$ cat src/hdl/dsc_pkg.sv
package dsc_pkg;

   localparam int OP_W       = 3;
   localparam int STATE_W    = 3;
   localparam int ELAPSED_W  = 19;
   localparam int TIMEOUT_W  = 9;
   localparam int CSR_IDX_W  = 1;
   localparam int CSR_DATA_W = 9;

   localparam int TICKS_PER_SECOND_DEF = 1000;

   localparam logic [TIMEOUT_W-1:0] TIMEOUT_RESET = 9'd60;

   localparam logic [OP_W-1:0] OP_TICK  = 3'd0;
   localparam logic [OP_W-1:0] OP_OPEN  = 3'd1;
   localparam logic [OP_W-1:0] OP_CLOSE = 3'd2;
   localparam logic [OP_W-1:0] OP_ABORT = 3'd3;
   localparam logic [OP_W-1:0] OP_INIT  = 3'd4;

   localparam logic [STATE_W-1:0] ST_OPEN    = 3'd0;
   localparam logic [STATE_W-1:0] ST_CLOSED  = 3'd1;
   localparam logic [STATE_W-1:0] ST_OPENING = 3'd2;
   localparam logic [STATE_W-1:0] ST_CLOSING = 3'd3;
   localparam logic [STATE_W-1:0] ST_ERROR   = 3'd4;

   localparam logic [CSR_IDX_W-1:0] CSR_SWITCH_MODE     = 1'd0;
   localparam logic [CSR_IDX_W-1:0] CSR_TIMEOUT_SECONDS = 1'd1;

   typedef struct packed {
      logic [OP_W-1:0] op;
      logic            switch_closed;
      logic            switch_opened;
   } req_type;

   typedef struct packed {
      logic [STATE_W-1:0] shutter_state;
      logic               slewing;
      logic               relay_open;
      logic               relay_close;
      logic               accepted;
   } rsp_type;

   typedef struct packed {
      logic                 switch_mode;
      logic [TIMEOUT_W-1:0] timeout_seconds;
   } cfg_type;

endpackage

$ cat src/hdl/dome_shutter_controller.sv
// Shutter controller: takes one beat per clock while the result side is not stalled and returns
// one result beat per input beat, via an input register and then a result register. The state
// update and the timeout compare against timeout_seconds * TICKS_PER_SECOND sit between those two
// registers. Configuration writes take effect on the next clock and must be done while idle.
module dome_shutter_controller #(
   parameter int TICKS_PER_SECOND = dsc_pkg::TICKS_PER_SECOND_DEF
) (
   input  logic                            clock,
   input  logic                            reset,
   input  logic                            req_valid,
   output logic                            req_stall,
   input  dsc_pkg::req_type                req_data,
   output logic                            rsp_valid,
   input  logic                            rsp_stall,
   output dsc_pkg::rsp_type                rsp_data,
   input  logic                            csr_we,
   input  logic [dsc_pkg::CSR_IDX_W-1:0]   csr_index,
   input  logic [dsc_pkg::CSR_DATA_W-1:0]  csr_wdata
);

   dsc_pkg::cfg_type cfg;

   logic                          req_valid_ff, req_valid_in;
   dsc_pkg::req_type              req_ff;
   logic                          rsp_valid_ff, rsp_valid_in;
   dsc_pkg::rsp_type              rsp_ff, rsp_step;
   logic [dsc_pkg::STATE_W-1:0]   state_ff, state_in;
   logic [dsc_pkg::ELAPSED_W-1:0] elapsed_ff, elapsed_in;
   logic                          fire;
   logic                          req_take;

   dsc_csr u_csr (
      .clock     (clock),
      .reset     (reset),
      .csr_we    (csr_we),
      .csr_index (csr_index),
      .csr_wdata (csr_wdata),
      .cfg       (cfg)
   );

   dsc_step #(
      .TICKS_PER_SECOND (TICKS_PER_SECOND)
   ) u_step (
      .req          (req_ff),
      .cfg          (cfg),
      .state        (state_ff),
      .elapsed      (elapsed_ff),
      .state_next   (state_in),
      .elapsed_next (elapsed_in),
      .rsp          (rsp_step)
   );

   // process the held beat when the result register is free or draining
   assign fire      = req_valid_ff && (!rsp_valid_ff || !rsp_stall);
   assign req_stall = req_valid_ff && !fire;
   assign req_take  = req_valid && !req_stall;

   assign req_valid_in = req_take || (req_valid_ff && !fire);
   assign rsp_valid_in = fire || (rsp_valid_ff && rsp_stall);

   always_ff @(posedge clock) begin
      if (reset) begin
         req_valid_ff <= 1'b0;
         rsp_valid_ff <= 1'b0;
         state_ff     <= dsc_pkg::ST_ERROR;
         elapsed_ff   <= '0;
      end else begin
         req_valid_ff <= req_valid_in;
         rsp_valid_ff <= rsp_valid_in;
         if (fire) begin
            state_ff   <= state_in;
            elapsed_ff <= elapsed_in;
         end
      end
   end

   always_ff @(posedge clock) begin
      if (req_take) begin
         req_ff <= req_data;
      end
      if (fire) begin
         rsp_ff <= rsp_step;
      end
   end

   assign rsp_valid = rsp_valid_ff;
   assign rsp_data  = rsp_ff;

   a_elapsed_idle: assert property (@(posedge clock) disable iff (reset)
      (state_ff != dsc_pkg::ST_OPENING && state_ff != dsc_pkg::ST_CLOSING)
         |-> (elapsed_ff == '0))
      else $error("elapsed count nonzero while shutter not moving");

   a_refused_moving: assert property (@(posedge clock) disable iff (reset)
      (rsp_valid_ff && !rsp_ff.accepted) |-> rsp_ff.slewing)
      else $error("refused command reported while not slewing");

   a_abort_error: assert property (@(posedge clock) disable iff (reset)
      (fire && req_ff.op == dsc_pkg::OP_ABORT)
         |=> (state_ff == dsc_pkg::ST_ERROR && rsp_ff.shutter_state == dsc_pkg::ST_ERROR))
      else $error("abort did not force error state");

endmodule

$ cat src/hdl/dsc_csr.sv
module dsc_csr (
   input  logic                            clock,
   input  logic                            reset,
   input  logic                            csr_we,
   input  logic [dsc_pkg::CSR_IDX_W-1:0]   csr_index,
   input  logic [dsc_pkg::CSR_DATA_W-1:0]  csr_wdata,
   output dsc_pkg::cfg_type                cfg
);

   dsc_pkg::cfg_type cfg_ff, cfg_in;

   always_comb begin
      cfg_in = cfg_ff;
      if (csr_we) begin
         case (csr_index)
            dsc_pkg::CSR_SWITCH_MODE: begin
               cfg_in.switch_mode = csr_wdata[0];
            end
            dsc_pkg::CSR_TIMEOUT_SECONDS: begin
               cfg_in.timeout_seconds = csr_wdata[dsc_pkg::TIMEOUT_W-1:0];
            end
            default: begin
               cfg_in = cfg_ff;
            end
         endcase
      end
   end

   always_ff @(posedge clock) begin
      if (reset) begin
         cfg_ff.switch_mode     <= 1'b0;
         cfg_ff.timeout_seconds <= dsc_pkg::TIMEOUT_RESET;
      end else begin
         cfg_ff <= cfg_in;
      end
   end

   assign cfg = cfg_ff;

endmodule

$ cat src/hdl/dsc_step.sv
module dsc_step #(
   parameter int TICKS_PER_SECOND = dsc_pkg::TICKS_PER_SECOND_DEF
) (
   input  dsc_pkg::req_type                    req,
   input  dsc_pkg::cfg_type                    cfg,
   input  logic [dsc_pkg::STATE_W-1:0]         state,
   input  logic [dsc_pkg::ELAPSED_W-1:0]       elapsed,
   output logic [dsc_pkg::STATE_W-1:0]         state_next,
   output logic [dsc_pkg::ELAPSED_W-1:0]       elapsed_next,
   output dsc_pkg::rsp_type                    rsp
);

   localparam int LIMIT_W = dsc_pkg::TIMEOUT_W + $clog2(TICKS_PER_SECOND + 1);
   localparam int CMP_W   = (LIMIT_W > dsc_pkg::ELAPSED_W) ? LIMIT_W : dsc_pkg::ELAPSED_W;

   logic [LIMIT_W-1:0]            limit;
   logic [dsc_pkg::ELAPSED_W-1:0] elapsed_inc;
   logic                          over;
   logic                          moving;
   logic                          accepted;

   assign limit = LIMIT_W'(cfg.timeout_seconds) * LIMIT_W'(TICKS_PER_SECOND);
   assign elapsed_inc = (elapsed == {dsc_pkg::ELAPSED_W{1'b1}}) ? elapsed
                                                                 : elapsed + 1'b1;
   assign over   = CMP_W'(elapsed_inc) > CMP_W'(limit);
   assign moving = (state == dsc_pkg::ST_OPENING) || (state == dsc_pkg::ST_CLOSING);

   always_comb begin
      state_next   = state;
      elapsed_next = elapsed;
      accepted     = 1'b1;
      case (req.op)
         dsc_pkg::OP_TICK: begin
            if (moving) begin
               elapsed_next = elapsed_inc;
               if (cfg.switch_mode) begin
                  if (over) begin
                     state_next   = dsc_pkg::ST_ERROR;
                     elapsed_next = '0;
                  end else if (state == dsc_pkg::ST_OPENING && req.switch_opened) begin
                     state_next   = dsc_pkg::ST_OPEN;
                     elapsed_next = '0;
                  end else if (state == dsc_pkg::ST_CLOSING && req.switch_closed) begin
                     state_next   = dsc_pkg::ST_CLOSED;
                     elapsed_next = '0;
                  end
               end else if (over) begin
                  state_next   = (state == dsc_pkg::ST_OPENING) ? dsc_pkg::ST_OPEN
                                                                : dsc_pkg::ST_CLOSED;
                  elapsed_next = '0;
               end
            end
         end
         dsc_pkg::OP_OPEN: begin
            if (state == dsc_pkg::ST_CLOSING) begin
               accepted = 1'b0;
            end else if (state != dsc_pkg::ST_OPENING) begin
               state_next   = dsc_pkg::ST_OPENING;
               elapsed_next = '0;
            end
         end
         dsc_pkg::OP_CLOSE: begin
            if (state == dsc_pkg::ST_OPENING) begin
               accepted = 1'b0;
            end else if (state != dsc_pkg::ST_CLOSING) begin
               state_next   = dsc_pkg::ST_CLOSING;
               elapsed_next = '0;
            end
         end
         dsc_pkg::OP_ABORT: begin
            state_next   = dsc_pkg::ST_ERROR;
            elapsed_next = '0;
         end
         dsc_pkg::OP_INIT: begin
            if (cfg.switch_mode && req.switch_closed) begin
               state_next = dsc_pkg::ST_CLOSED;
            end else if (cfg.switch_mode && req.switch_opened) begin
               state_next = dsc_pkg::ST_OPEN;
            end else begin
               state_next = dsc_pkg::ST_ERROR;
            end
            elapsed_next = '0;
         end
         default: begin
            state_next = state;
         end
      endcase
   end

   always_comb begin
      rsp.shutter_state = state_next;
      rsp.relay_open    = (state_next == dsc_pkg::ST_OPENING);
      rsp.relay_close   = (state_next == dsc_pkg::ST_CLOSING);
      rsp.slewing       = rsp.relay_open || rsp.relay_close;
      rsp.accepted      = accepted;
   end

endmodule

$ cat config.mk
export PLATFORM = sky130hd
export DESIGN_NAME = dome_shutter_controller
export DESIGN_NICKNAME = d
export VERILOG_FILES = /design/src/hdl/dsc_pkg.sv /design/src/hdl/dome_shutter_controller.sv /design/src/hdl/dsc_csr.sv /design/src/hdl/dsc_step.sv
export SDC_FILE = /design/constraint.sdc
export NUM_CORES = 1
export LEC_CHECK = 0
export ABC_AREA = 0
export BUFFER_PORTS_ARGS = -buffer_cell sky130_fd_sc_hd__buf_4
export CAP_MARGIN = 15
export CORE_MARGIN = 2
export CORE_UTILIZATION = 62
export CTS_CLUSTER_SIZE = 14
export DETAILED_ROUTE_END_ITERATION = 7
export GPL_ROUTABILITY_DRIVEN = 1
export PLACE_DENSITY_LB_ADDON = 0.05
export RECOVER_POWER = 25
export SLEW_MARGIN = 10
export SYNTH_ARGS = -nofsm -noshare
export SYNTH_HDL_FRONTEND = slang
export SYNTH_SLANG_ARGS = --single-unit
$ cat constraint.sdc
create_clock -name clock -period 7.1 [get_ports clock]
set_clock_uncertainty 0.15 [all_clocks]
set_input_delay 1.42 -clock clock [delete_from_list [all_inputs] [get_ports clock]]
set_output_delay 1.42 -clock clock [all_outputs]
set_load 0.05 [all_outputs]
==> flow_summary.toml <==
[clock_tree]
clkLatencyLatePin_ns = 0.30
cts_buffers = 5
root_buffer = "clkbuf_8"
path_clk_slew_ns = 0.10
htree_levels = 2
cts.sinks = 46
cts_tree = "built"
postCtsResizedCells = 0
cts.path.max_buffers = 2
ctsHoldBuffers = 0
cts_setup_buffers = 0

[sta]
rsz0062_at_grt = "false"
fin_crit_ns = 6.55
setup_violations = 0
slew-limit-headroom = -0.0580
worst_pin_slew_ns = 1.59
slew_violations = 35
fmax_ghz = 0.153
fin_crit_sh = 0.922
layout_setup_ws_ns = 0.552
finalHoldViolCount = 0
fin_tns_setup_ns = 0

[route]
wirelength_mm = 9.14
drc = 0
wl_per_cell_um = 15.5
via_per_inst = 5.93
dr_total_vias = 3504
drtIter0Drc = 161
drt_pre_antenna_iters = 5
ant_nets = 0

[die]
start_util = 0.639
fp.dieH_um = 87.4
pin_count = 29
num_rows = 30
die_w_um = 87.4
fp.dieArea_um2 = 7640
core_area_um2 = 6760

[synth]
synth_top_cell_area_share = 0.165
syn_inst = 488
syn_area_um2 = 4310
synthTopCellsByArea = "ha_1 (17%), dfxtp_1 (16%), fa_1 (12%)"
avgSynthCellArea_um2 = 8.84
synth-seq-cells = 46
synth_top_cell_by_area = "ha_1"
postSynth.asyncResetShare = 0
synthFlopType = "dfxtp_1"
synth_warnings = 0
syn-num-nets = 590
ys_seq_area_frac = 0.241
synth-edff-count = 12
ys_types = 62

[final_layout]
n_antenna_cell = 0
nFillCells = 561
final_cell_mix = "nand2_1 (57), ha_1 (57), inv_1 (50), dfxtp_1 (34), a21oi_1 (31)"
drive_above_1_share = 0.102
fin_util = 0.688
area_growth_pct = 7.77
nNetsFinal = 612

[setup_path]
cp-end-kind = "flop"
required_ns = 7.08
cpMaxStageDelayCell = "fa_1"
startpoint_type = "flop"
worst-path-max-fanout = 20
critPathKind = "flop to flop"
slowest_delay_ns = 0.58
arrival_ns = 6.53
crit_path_cell_trace = "inv_1, fa_1, fa_1, fa_1, fa_1, inv_1, ha_1, o21a_1, o31a_1, o211ai_1, nand2_1, a41o_1, o41ai_1, xnor2_1, ha_1, and4_1, nand2_1, a311o_1, a22oi_4, nor3_2, buf_4, a21oi_1, o32ai_1"
crit_path_frequent_cell = "fa_1"

[power]
p_per_area_nw_per_um2 = 234
vdd_drop_max_v = 0.000155
leakage_nw = 2.12

[placement]
hpwlAfterDp_mm = 7.30
post-place-ws_ns = 0.617
gp_congestion = 0.884
port-buffer-count = 28

[global_route]
grt-ovfl-total = 0
grt_pass1_vias = 3388
use_met1 = 0.340
busiest_layer = "met2"
antenna_found_initial = 0
grt_pass1_wl_mm = 15.3
grt_max_degree = 35
grt_util_met3 = 0.0370
gr-usage-met2 = 0.416
grt_use_total = 0.252

[job]
drv_cap = 1

[run_status]
violations = "max-capacitance violations, max-slew violations"
status = "complete, but fails checks"

[hold_path]
hp-class = "flop to flop"
## synth_stat cells, drive strengths merged, types with 5 or more instances
| cell | instances |
|---|---|
| o21ai | 22 |
| xor2 | 13 |
| inv | 50 |
| ha | 57 |
| nand3 | 17 |
| nand3b | 8 |
| edfxtp | 12 |
| nor3 | 10 |
| a32o | 5 |
| nand4 | 8 |
| clkbuf | 7 |
| nand2b | 6 |
| nor2 | 31 |
| a21oi | 31 |
| dfxtp | 34 |
| fa | 25 |
| nand2 | 57 |
| xnor2 | 13 |
| buf | 7 |
| nor2b | 6 |
| o211ai | 6 |
## worst max-delay path, delay by kind of cell, from the launching register on
kind	cells	cell delay, ns
AOI/OAI and AO/OA	9	2.04
xor gates and xnor gates	1	0.12
adders and majority gates	6	2.68
buffers and inverters	3	0.39
DFF	1	0.47
and+or+nand+nor	4	0.52
## sequential cells by signal, indices dropped and copies added, names as in the netlist
register      flops
rsp_data          7
req_valid_ff      1
elapsed_ff       19
rsp_valid         1
u_csr.cfg        10
state_ff          3
req_ff            5
## cells by family after synthesis
group / share of synthesized area
AO/OA/AOI/OAI: 0.143
XOR/XNOR: 0.0528
adder cells (fa/ha/maj): 0.281
buffers and inverters: 0.0597
flip-flops: 0.241
multiplexers: 0.0119
AND/OR/NAND/NOR: 0.210
## final cells by class
class | instances | area, um2 | share of cell area
inverters | 51 | 191 | 0.0412
clock inverters | 3 | 18.8 | 0.00404
well taps | 80 | 100 | 0.0215
clock buffers | 5 | 68.8 | 0.0148
repair buffers | 29 | 214 | 0.0460
flip-flops and latches | 46 | 1040 | 0.224
multi-input cells | 377 | 3020 | 0.649
## path summary, 6_finish.rpt
path / start / to / slack, ns / cells after the start
max: u_csr.cfg[1]$_SDFFE_PP0P_ / elapsed_ff[0]$_SDFFE_PP0P_ / 0.55 / 23
min: elapsed_ff[18]$_SDFFE_PP0P_ / elapsed_ff[18]$_SDFFE_PP0P_ / 0.33 / 2
max reg2reg: u_csr.cfg[1]$_SDFFE_PP0P_ / elapsed_ff[0]$_SDFFE_PP0P_ / 0.55 / 23
min reg2reg: elapsed_ff[18]$_SDFFE_PP0P_ / elapsed_ff[18]$_SDFFE_PP0P_ / 0.33 / 2
## through the flow
step	instances	hold slack (ns)	total power, mW	instance area, um2
finish	591	0.326	1.09	4650
global route	591	0.365	1.19	4650
CTS	591	0.328	1.09	4650
detailed placement	583	0.314	0.921	4570
global placement	583	0.309	0.899	4570
floorplan	488	0.295	0.794	4310
## routing by layer
layer	wire (um)	vias to the layer above
li1	-	1755
met1	4200	1642
met4	203	0
met2	4390	89
met3	343	18
met5	0	-
## power breakdown
| part | leakage [nW] | switching, mW | internal, mW |
|---|---|---|---|
| sequential | 0.389 | 0.0133 | 0.279 |
| combinational | 1.69 | 0.351 | 0.278 |
| clock | 0.0483 | 0.0969 | 0.0696 |
| total | 2.12 | 0.461 | 0.626 |
No activity file was read; power rests on OpenSTA's default activity.
